==> src/rtl/lir_pkg.sv <==
// shared types and constants for the longest increasing run finder
// beat payload structs, field widths, sequencer state encoding
// no dependencies
package lir_pkg;

   // default sizing of the block
   localparam int MAX_LEN_DEF  = 4096;
   localparam int MAX_RUNS_DEF = 32;

   // fixed field widths of the input and result beats
   localparam int VALUE_W     = 32;
   localparam int RUN_START_W = 12;
   localparam int BEST_LEN_W  = 13;
   localparam int RUN_COUNT_W = 6;

   // input beat
   typedef struct packed {
      logic signed [VALUE_W-1:0] value;
      logic                      last_of_sequence;
   } req_type;

   // result beat
   typedef struct packed {
      logic [RUN_START_W-1:0] run_start;
      logic [BEST_LEN_W-1:0]  best_length;
      logic [RUN_COUNT_W-1:0] run_count;
      logic                   ties_dropped;
      logic                   last_run;
   } rsp_type;

   // sequencer states
   typedef enum logic [1:0] {
      S_ACCUM,
      S_READ,
      S_SHOW
   } state_type;

endpackage

==> src/rtl/lir_tracker.sv <==
// run tracking for the longest increasing run finder
// follows the current run, the best length and the tie count; issues list writes
// depends on lir_pkg
module lir_tracker #(
   parameter int MAX_LEN  = lir_pkg::MAX_LEN_DEF,
   parameter int MAX_RUNS = lir_pkg::MAX_RUNS_DEF
) (
   input  logic                                         clock,
   input  logic                                         reset,
   input  logic                                         take,
   input  logic signed [lir_pkg::VALUE_W-1:0]           value,
   input  logic                                         clear,
   output logic                                         wr_en,
   output logic [((MAX_RUNS > 1) ? $clog2(MAX_RUNS) : 1)-1:0] wr_addr,
   output logic [$clog2(MAX_LEN)-1:0]                   wr_data,
   output logic [$clog2(MAX_LEN+1)-1:0]                 longest,
   output logic [$clog2(MAX_RUNS+1)-1:0]                count,
   output logic                                         overflow
);

   localparam int PW = $clog2(MAX_LEN);
   localparam int LW = $clog2(MAX_LEN+1);
   localparam int CW = $clog2(MAX_RUNS+1);
   localparam int AW = (MAX_RUNS > 1) ? $clog2(MAX_RUNS) : 1;

   logic signed [lir_pkg::VALUE_W-1:0] prev_ff, prev_in;
   logic [PW-1:0]                      pos_ff, pos_in;
   logic [LW-1:0]                      cur_ff, cur_in;
   logic [LW-1:0]                      lng_ff, lng_in;
   logic [CW-1:0]                      cnt_ff, cnt_in;
   logic                               ovf_ff, ovf_in;
   logic                               full_ff, full_in;
   logic                               up;
   logic [LW-1:0]                      cur_next;
   logic [PW-1:0]                      start;

   // run state registers
   always_ff @(posedge clock) begin
      if (reset) begin
         prev_ff <= '0;
         pos_ff  <= '0;
         cur_ff  <= LW'(1);
         lng_ff  <= LW'(1);
         cnt_ff  <= '0;
         ovf_ff  <= 1'b0;
         full_ff <= 1'b0;
      end else begin
         prev_ff <= prev_in;
         pos_ff  <= pos_in;
         cur_ff  <= cur_in;
         lng_ff  <= lng_in;
         cnt_ff  <= cnt_in;
         ovf_ff  <= ovf_in;
         full_ff <= full_in;
      end
   end

   // one element per beat: compare, extend or restart the run, replace the list or record ties; clear resets
   always_comb begin
      prev_in  = prev_ff;
      pos_in   = pos_ff;
      cur_in   = cur_ff;
      lng_in   = lng_ff;
      cnt_in   = cnt_ff;
      ovf_in   = ovf_ff;
      full_in  = full_ff;
      wr_en    = 1'b0;
      wr_addr  = '0;
      wr_data  = '0;
      up       = value > prev_ff;
      cur_next = up ? cur_ff + LW'(1) : LW'(1);
      start    = PW'(LW'(pos_ff) + LW'(1) - cur_next);
      if (clear) begin
         prev_in = '0;
         pos_in  = '0;
         cur_in  = LW'(1);
         lng_in  = LW'(1);
         cnt_in  = '0;
         ovf_in  = 1'b0;
         full_in = 1'b0;
      end else if (take && !full_ff) begin
         if (pos_ff == '0) begin
            // first element opens the only recorded run
            cur_in  = LW'(1);
            lng_in  = LW'(1);
            cnt_in  = CW'(1);
            ovf_in  = 1'b0;
            wr_en   = 1'b1;
         end else begin
            cur_in = cur_next;
            if (cur_next > lng_ff) begin
               // longer run replaces the list
               lng_in  = cur_next;
               cnt_in  = CW'(1);
               ovf_in  = 1'b0;
               wr_en   = 1'b1;
               wr_data = start;
            end else if (cur_next == lng_ff) begin
               if (cnt_ff < CW'(MAX_RUNS)) begin
                  cnt_in  = cnt_ff + CW'(1);
                  wr_en   = 1'b1;
                  wr_addr = cnt_ff[AW-1:0];
                  wr_data = start;
               end else begin
                  ovf_in = 1'b1;
               end
            end
         end
         prev_in = value;
         if (pos_ff == PW'(MAX_LEN - 1)) begin
            full_in = 1'b1;
         end else begin
            pos_in = pos_ff + PW'(1);
         end
      end
   end

   assign longest  = lng_ff;
   assign count    = cnt_ff;
   assign overflow = ovf_ff;

   // best length never falls below the current run
   a_cur_le_lng: assert property (@(posedge clock) disable iff (reset)
      cur_ff <= lng_ff)
      else $error("current run longer than best");

   // list never holds more than its depth
   a_cnt_bound: assert property (@(posedge clock) disable iff (reset)
      cnt_ff <= CW'(MAX_RUNS))
      else $error("tie count beyond list depth");

   // overflow only with a full list
   a_ovf_full: assert property (@(posedge clock) disable iff (reset)
      ovf_ff |-> cnt_ff == CW'(MAX_RUNS))
      else $error("overflow set with list not full");

endmodule

==> src/rtl/longest_increasing_run_finder_top.sv <==
// Longest increasing run finder. Elements come in on the req_ beat channel, one
// signed 32-bit value per beat with a last flag. While a sequence streams in,
// req_ready stays high and one element is taken in every cycle with req_valid.
// After the beat flagged last, req_ready drops and the block plays out one rsp_
// beat per recorded longest run: start index, best length, run count, the
// ties_dropped flag and last_run on the final beat. Start indices are held in a
// small synchronous list memory; each result is read in S_READ and then shown
// in S_SHOW, so the next result is read only once the current one is taken.
// A stall on rsp_ready simply holds the current result and the read pointer.
// Once the final result beat is taken, the run state returns to its reset
// values and req_ready rises in the next cycle. Elements past MAX_LEN in one
// sequence are ignored for tracking, though their last flag still ends it.
// A synchronous reset returns to accepting elements with an empty list; no
// clearing pass is needed.
// depends on lir_pkg and lir_tracker
module longest_increasing_run_finder_top #(
   parameter int MAX_LEN  = lir_pkg::MAX_LEN_DEF,
   parameter int MAX_RUNS = lir_pkg::MAX_RUNS_DEF
) (
   input  logic             clock,
   input  logic             reset,
   input  logic             req_valid,
   output logic             req_ready,
   input  lir_pkg::req_type req_data,
   output logic             rsp_valid,
   input  logic             rsp_ready,
   output lir_pkg::rsp_type rsp_data
);

   localparam int PW     = $clog2(MAX_LEN);
   localparam int LW     = $clog2(MAX_LEN+1);
   localparam int CW     = $clog2(MAX_RUNS+1);
   localparam int AW     = (MAX_RUNS > 1) ? $clog2(MAX_RUNS) : 1;
   localparam int StartW = lir_pkg::RUN_START_W;
   localparam int BestW  = lir_pkg::BEST_LEN_W;
   localparam int CountW = lir_pkg::RUN_COUNT_W;

   lir_pkg::state_type state_ff, state_in;
   logic [AW-1:0]      k_ff, k_in;
   logic [PW-1:0]      rd_ff;
   logic [PW-1:0]      list_mem [MAX_RUNS];
   logic               take;
   logic               clear;
   logic               last_k;
   logic               wr_en;
   logic [AW-1:0]      wr_addr;
   logic [PW-1:0]      wr_data;
   logic [LW-1:0]      longest;
   logic [CW-1:0]      count;
   logic               overflow;

   assign take = req_valid && req_ready;

   // run tracking
   lir_tracker #(
      .MAX_LEN  (MAX_LEN),
      .MAX_RUNS (MAX_RUNS)
   ) u_tracker (
      .clock    (clock),
      .reset    (reset),
      .take     (take),
      .value    (req_data.value),
      .clear    (clear),
      .wr_en    (wr_en),
      .wr_addr  (wr_addr),
      .wr_data  (wr_data),
      .longest  (longest),
      .count    (count),
      .overflow (overflow)
   );

   // start index list, one write and one registered read port
   always_ff @(posedge clock) begin
      if (wr_en) begin
         list_mem[wr_addr] <= wr_data;
      end
   end

   always_ff @(posedge clock) begin
      if (state_ff == lir_pkg::S_READ) begin
         rd_ff <= list_mem[k_ff];
      end
   end

   // sequencer state and read pointer
   always_ff @(posedge clock) begin
      if (reset) begin
         state_ff <= lir_pkg::S_ACCUM;
         k_ff     <= '0;
      end else begin
         state_ff <= state_in;
         k_ff     <= k_in;
      end
   end

   assign last_k = (CW'(k_ff) + CW'(1)) == count;

   // next state: stream elements, then read and show each recorded start
   always_comb begin
      state_in  = state_ff;
      k_in      = k_ff;
      clear     = 1'b0;
      req_ready = 1'b0;
      rsp_valid = 1'b0;
      unique case (state_ff)
         lir_pkg::S_ACCUM: begin
            req_ready = 1'b1;
            if (req_valid && req_data.last_of_sequence) begin
               state_in = lir_pkg::S_READ;
               k_in     = '0;
            end
         end
         lir_pkg::S_READ: begin
            state_in = lir_pkg::S_SHOW;
         end
         lir_pkg::S_SHOW: begin
            rsp_valid = 1'b1;
            if (rsp_ready) begin
               if (last_k) begin
                  state_in = lir_pkg::S_ACCUM;
                  clear    = 1'b1;
               end else begin
                  k_in     = k_ff + AW'(1);
                  state_in = lir_pkg::S_READ;
               end
            end
         end
         default: begin
            state_in = lir_pkg::S_ACCUM;
         end
      endcase
   end

   // result beat fields, masked to their widths
   always_comb begin
      rsp_data.run_start    = StartW'(rd_ff);
      rsp_data.best_length  = BestW'(longest);
      rsp_data.run_count    = CountW'(count);
      rsp_data.ties_dropped = overflow;
      rsp_data.last_run     = last_k;
   end

   // input and output sides never open together
   a_one_side: assert property (@(posedge clock) disable iff (reset)
      !(req_ready && rsp_valid))
      else $error("input and result sides active together");

   // playout only with a non-empty list
   a_count_nz: assert property (@(posedge clock) disable iff (reset)
      state_ff != lir_pkg::S_ACCUM |-> count != '0)
      else $error("playout with empty list");

   // read pointer stays inside the recorded entries
   a_k_bound: assert property (@(posedge clock) disable iff (reset)
      state_ff != lir_pkg::S_ACCUM |-> CW'(k_ff) < count)
      else $error("read pointer past recorded runs");

   // final result hands back to the input side
   a_handback: assert property (@(posedge clock) disable iff (reset)
      (rsp_valid && rsp_ready && rsp_data.last_run) |=> req_ready)
      else $error("no return to input after final result");

   // no list write during playout
   a_no_write: assert property (@(posedge clock) disable iff (reset)
      wr_en |-> state_ff == lir_pkg::S_ACCUM)
      else $error("list write during playout");

endmodule
==> config.mk <==
export PLATFORM = sky130hd
export DESIGN_NAME = longest_increasing_run_finder_top
export DESIGN_NICKNAME = d
export VERILOG_FILES = /design/src/rtl/lir_pkg.sv /design/src/rtl/lir_tracker.sv /design/src/rtl/longest_increasing_run_finder_top.sv
export SDC_FILE = /design/constraint.sdc
export NUM_CORES = 1
export LEC_CHECK = 0
export BUFFER_PORTS_ARGS = -buffer_cell sky130_fd_sc_hd__buf_2
export CAP_MARGIN = 20
export CORE_MARGIN = 2
export CORE_UTILIZATION = 25
export CTS_CLUSTER_SIZE = 12
export DETAILED_ROUTE_END_ITERATION = 10
export GPL_TIMING_DRIVEN = 0
export PLACE_DENSITY = 0.49
export SYNTH_ARGS = -nofsm -noshare
export SYNTH_HDL_FRONTEND = slang
export SYNTH_HIERARCHICAL = 1
export SYNTH_SLANG_ARGS = --single-unit
==> constraint.sdc <==
create_clock -name clock -period 11 [get_ports clock]
set_input_delay 1.1 -clock clock [delete_from_list [all_inputs] [get_ports clock]]
set_output_delay 1.1 -clock clock [all_outputs]
set_load 0.05 [all_outputs]
After elaboration in Yosys (flattened, before gate mapping):

Memories as Yosys holds them, arrays and structs flattened. A register that Yosys moved wholly into a read port is not among the register bits.
Cells that the tools add are included.

* input bits: 37
* register bits: 85
* memories kept: 1
* output and inout port bits: 35
* memory bits (writable): 384

* bitwise logic cells: 1
* add/subtract/negate cells: 7
* reductions and logical operators: 18
* equality and inequality tests: 9
* order comparisons: 3
* multiplexer cells: 45

Memories
* list_mem: words 32, width 12, rd ports 1, clocked after memory_dff 1, write ports 1, RTL line longest_increasing_run_finder_top.sv:41 `logic [PW-1:0] list_mem [MAX_RUNS];`

Operator list (count)
* $mux W12: 6
* $mux W13: 4
* $mux W5: 9
* $gt A32 B32 Y1: 1
* $add A12 B1 Y12 const B: 2
* $mux W6: 4
* $mux W1: 18
* $add A13 B1 Y13 const B: 1
* $eq A13 B13 Y1: 1
* $gt A13 B13 Y1: 1
* $eq A12 B12 Y1 const B: 1
* $logic_not A12 Y1: 1
* $sub A12 B12 Y12: 1
* $pmux W5 S2: 1
* $reduce_and A2 Y1: 4
* $add A5 B1 Y6 const B: 1
* $add A6 B1 Y6 const B: 1
* $eq A6 B6 Y1: 1
* $lt A6 B6 Y1 const B: 1
* $ne A2 B2 Y1 const B: 3
* $pmux W2 S3: 1
* $reduce_and A3 Y1: 2
* $reduce_bool A3 Y1: 2
* $add A5 B1 Y5 const B: 1
* other kinds (11): 15

Depth between registers and ports, before layout:

* word-level depth: 10
* depth in mapped cells: 24
* gate-level depth less buffers: 22

Hierarchy:

Netlist, hierarchy kept.

By module, submodules not included
* longest_increasing_run_finder_top: cells an instance 676, area an instance 15625.0 um2, seq. area each 12031.5 um2, instances 1
* lir_tracker: cells an instance 689, area an instance 5357.6 um2, seq. area each 1561.5 um2, instances 1

Worst setup path before layout:

Ideal clock, no wire load.

* kind: in2reg
* start: input port req_data[22] (netlist name)
* end: memory list_mem[0][0] (netlist name) (enable)
* stages on the path: 20
* path buffers: 2
* data arrival time: 5.958 ns
* library setup time: 0.380 ns
* slack: 4.662 ns
* path through: ha_1 -> a211o_1 -> a21oi_1 -> o211ai_1 -> a221oi_2 -> a21oi_1 -> nor2_1 -> clkbuf_1 -> nor2_1 -> ha_1 -> nand4_1 -> nor3_1 -> nand3_1 -> or3_1 -> nand2_2 -> mux2_2 -> nor3b_1 -> or3b_2 -> clkbuf_1 -> nor2_1

* cells in the longest elaborated chain, start to end: 10
* elaborated cells on any way between the ends: 16
* those cells by class: 2 x order compare; 1 x eq/ne; 13 x mux

Ends and longest elaborated chain
* start: declaration: RTL line longest_increasing_run_finder_top.sv:24 `input lir_pkg::req_type req_data,`
* $gt A32 B32 Y1 (*): RTL line lir_tracker.sv:70 `up = value > prev_ff;`
* $mux W13 (*): RTL line lir_tracker.sv:71 `cur_next = up ? cur_ff + LW'(1) : LW'(1);`
* parallel branches: the longest is 2 deep, another holds $gt A13 B13 Y1
* $mux W1 (*): RTL line lir_tracker.sv:91 `if (cur_next > lng_ff) begin`
* $mux W1 (*): RTL line lir_tracker.sv:82 `if (pos_ff == '0) begin`
* $mux W1 (*): RTL line lir_tracker.sv:81 `end else if (take && !full_ff) begin`
* $mux W1 (*): RTL line lir_tracker.sv:73 `if (clear) begin`
* via wr_en: RTL line longest_increasing_run_finder_top.sv:45 `logic wr_en;`
* $mux W1 (*): RTL line longest_increasing_run_finder_top.sv:74 `if (wr_en) begin`
* $mux W1 (not written as such) (*): RTL line longest_increasing_run_finder_top.sv:75 `list_mem[wr_addr] <= wr_data;`
* end: declaration: RTL line longest_increasing_run_finder_top.sv:41

Mark *: on every way through the listed nets, which the timed path passes.

Worst setup path after layout:

* start: input port req_data[32] (netlist name)
* end: memory list_mem[20][2] (netlist name) (enable)

The elaborated chain is that of the path after synthesis.

==> flow_metrics.env <==
export IMPL_worstReg2RegStart="u_tracker/prev_ff[31]$_SDFFE_PP0P_"
export IMPL_cp_max_fo=10
export IMPL_seq_power_share=0.499
export IMPL_initial_utilization=0.252
export IMPL_cts_repair_resized=0
export IMPL_finalCritPeriodShare=0.710
export IMPL_die_area_um2=86300
export IMPL_mostFrequentLayoutCells="396 x edfxtp_1, 120 x mux4_2, 90 x nand2_1"
export IMPL_critical_path_class="in -> reg"
export IMPL_grt_pass1_vias=12300
export IMPL_grt_max_degree=33
export IMPL_status="finished, final reports clean"
export IMPL_seq_area_frac_synth=0.648
export IMPL_use_met2=0.201
export IMPL_num_vias=12300
export IMPL_routedWlPerCell_um=20.0
export IMPL_grt_overflow_total=0
export IMPL_syn_area_um2=21000
export IMPL_combPwrFrac=0.079
export IMPL_slowest_delay_ps=770
export IMPL_grt_use_met3=0.0258
export IMPL_antenna_found_initial=4
export IMPL_boundaryPins=72
export IMPL_worstPathCellList="buf_2 -> ha_1 -> clkbuf_2 -> nand4_1 -> nor4_1 -> nand3_1 -> nand2_1 -> a21oi_1 -> nor2_1 -> clkbuf_1 -> nor2_1 -> ha_1 -> nand4_1 -> nor3_1 -> nand3_1 -> or3_1 -> nand2_2 -> mux2_2 -> nor3b_1 -> or3b_2 -> clkbuf_1 -> nor2_1 -> buf_6"
export IMPL_p_leak_nw=8.49
export IMPL_rsz0062_at_grt="no"
export IMPL_htreeDepth=2
export IMPL_grt_pass1_wl_um=79300
export IMPL_hold_viol_final=0
export IMPL_tns_ps=0
export IMPL_clkPwrFrac=0.422
export IMPL_drtPass1Iterations=5
export IMPL_start_kind="input port"
export IMPL_routabilityCongestion=0.850
export IMPL_drtIter0Drc=989
export IMPL_powerDensity_nw_per_um2=162
export IMPL_intPower_mw=3.10
export IMPL_switching_power_mw=0.927
export IMPL_hold_slack_ps=454
export IMPL_grt_use_total=0.123
export IMPL_cts_sinks=481
export IMPL_syn_avg_cell_area_um2=15.4
export IMPL_num_rows=106
export IMPL_critPathSlowestCell="nor2_1"
export IMPL_busiest_layer="met2"
export IMPL_worst_slew_margin_rel=0.264
export IMPL_clock_fmax_ghz=0.128
export IMPL_ys_warnings_count=6
export IMPL_area_growth_pct=18.4
export IMPL_ant_nets=0
export IMPL_cap_violations=0
export IMPL_wirelength_um=53000
export IMPL_netSwitchingFraction=0.230
export IMPL_cts_buffer_depth=3
export IMPL_worstMarginPinSlew_ps=1090
export IMPL_fillers=8210
export IMPL_post_place_ws_ps=2610
export IMPL_fp_dieW_um=294
export IMPL_clkTransAtPathRegs_ps=60
export IMPL_ys_flop_type="edfxtp_1"
export IMPL_numPortBuffers=71
export IMPL_root_buffer="clkbuf_16"
export IMPL_cp_required_ps=11300
export IMPL_clock_latency_ps=600
export IMPL_setup_ws_ps=3190
export IMPL_num_nets_final=1641
export IMPL_finalSetupViolCount=0
export IMPL_vdd_ir_drop_max_uv=108
export IMPL_die_y_um=294
export IMPL_dp_hpwl_um=39400
export IMPL_holdCritPathClass="reg -> reg"
export IMPL_drc=0
export IMPL_synth_seq_cells=481
export IMPL_cts_inserted_buffers=52
export IMPL_core_area_um2=83400
export IMPL_cts_tree="done"
export IMPL_synthDistinctLibCells=70
export IMPL_drive_above_1_share=0.222
export IMPL_mappedNetlistNets=1472
export IMPL_syn_inst=1365
export IMPL_grt_use_met1=0.168
export IMPL_crit_top_cell="nor2_1"
export IMPL_synth_edf_count=396
export IMPL_cp_end_kind="flop"
export IMPL_crit_arrival_ps=8120
export IMPL_slew_viol_final=0
export IMPL_n_antenna_cell=0
export IMPL_cts_setup_buffers=0
export IMPL_cts_hold_buf=0
export IMPL_min_from="u_tracker/prev_ff[29]$_SDFFE_PP0P_"
export IMPL_via_per_inst=4.64
export IMPL_finClkSkew_ps=32.6
export IMPL_worstSetupStartpoint="req_data[32]"
export IMPL_layout_commonest_cell="edfxtp_1"
export IMPL_synth_async_reset_ratio=0
export IMPL_layout_min_cycle_time_ps=7810
==> power groups by stage <==
stage	sequential, mW	clock (mW)	combinational (mW)
floorplan	2.06	0	0.190
global placement	2.05	0	0.299
detailed placement	2.05	0	0.316
CTS	2.01	1.75	0.317
global route	2.01	1.82	0.350
finish	2.01	1.70	0.319
==> worst paths after layout <==
kind,to,slack [ps],cells after the start
worst min register to register,u_tracker/prev_ff[29]$_SDFFE_PP0P_,450,2
worst max register to register,list_mem[20][2]$_DFFE_PP_,3470,23
worst min-delay path,u_tracker/prev_ff[29]$_SDFFE_PP0P_,450,2
worst max-delay path,list_mem[20][2]$_DFFE_PP_,3190,23
==> Yosys cell counts (11+ instances only) <==
library cell | number | area [um2]
nor3_1 | 18 | 90.1
edfxtp_1 | 396 | 11900
xor2_1 | 12 | 105
inv_1 | 73 | 274
nand3b_1 | 11 | 82.6
o21ai_0 | 13 | 65.1
and3_1 | 19 | 119
nand2_1 | 90 | 338
a21o_1 | 12 | 90.1
ha_1 | 69 | 863
xnor2_1 | 23 | 201
mux2_2 | 13 | 146
nor2_1 | 70 | 263
nand3_1 | 23 | 115
clkbuf_1 | 38 | 143
o21ai_1 | 24 | 120
dfxtp_1 | 85 | 1700
a21oi_1 | 89 | 445
nand4_1 | 12 | 75.1
mux4_2 | 120 | 2700
or3_1 | 17 | 106
buf_2 | 11 | 55.1
==> through the flow <==
| stage | instances | area (um2) | power (mW) | utilization |
|---|---|---|---|---|
| after global placement | 2516 | 22700 | 2.35 | 0.272 |
| after detailed placement | 2557 | 23200 | 2.37 | 0.278 |
| after global routing | 2646 | 24900 | 4.19 | 0.298 |
| after floorplan | 1365 | 21000 | 2.25 | - |
| after CTS | 2643 | 24800 | 4.08 | 0.297 |
| final | 2646 | 24900 | 4.03 | 0.298 |
==> routing by layer <==
| layer | part of all wire | wire [um] | vias up |
|---|---|---|---|
| li1 | - | - | 5609 |
| met1 | 0.45 | 23600 | 6235 |
| met2 | 0.47 | 24700 | 355 |
| met3 | 0.070 | 3710 | 68 |
| met4 | 0.018 | 946 | 6 |
| met5 | 0.00060 | 32 | - |
==> cell families (layout without fill, tap and decap cells) <==
| logic type | count (synthesis) | in the layout | share of synthesized area |
|---|---|---|---|
| AOI/OAI and AO/OA | 190 | 190 | 0.0552 |
| xor gates and xnor gates | 35 | 35 | 0.0146 |
| DFF | 481 | 481 | 0.648 |
| adders and majority gates | 70 | 70 | 0.0421 |
| muxes | 136 | 136 | 0.137 |
| buffers and inverters | 136 | 337 | 0.0268 |
| and+or+nand+nor | 317 | 317 | 0.0763 |
==> registers in the layout, summed over array words and instances (netlist names) <==
name                cells
k_ff                    5
u_tracker/pos_ff       12
u_tracker/full_ff       1
u_tracker/prev_ff      32
u_tracker/overflow      1
rd_ff                  12
u_tracker/count         6
u_tracker/longest      13
state_ff                2
list_mem              384
u_tracker/cur_ff       13
==> worst max-delay path: cells and delay by family <==
kind	cells	cell delay, ps
simple gates	14	4770
buf+inv	5	1300
fa+ha+maj	2	600
mux	1	250
compound gates	1	80
==> final cells by class <==
class	instances	area, um2	share of cell area
tap	1080	1350	0.0544
timing repair buffer	115	893	0.0359
buffer	63	289	0.0116
clock buffer	69	1380	0.0553
inverter	73	274	0.0110
clock inverter	17	249	0.0100
multi-input combinational	748	6830	0.275
sequential	481	13600	0.547
(Power assumes the default switching activity.)
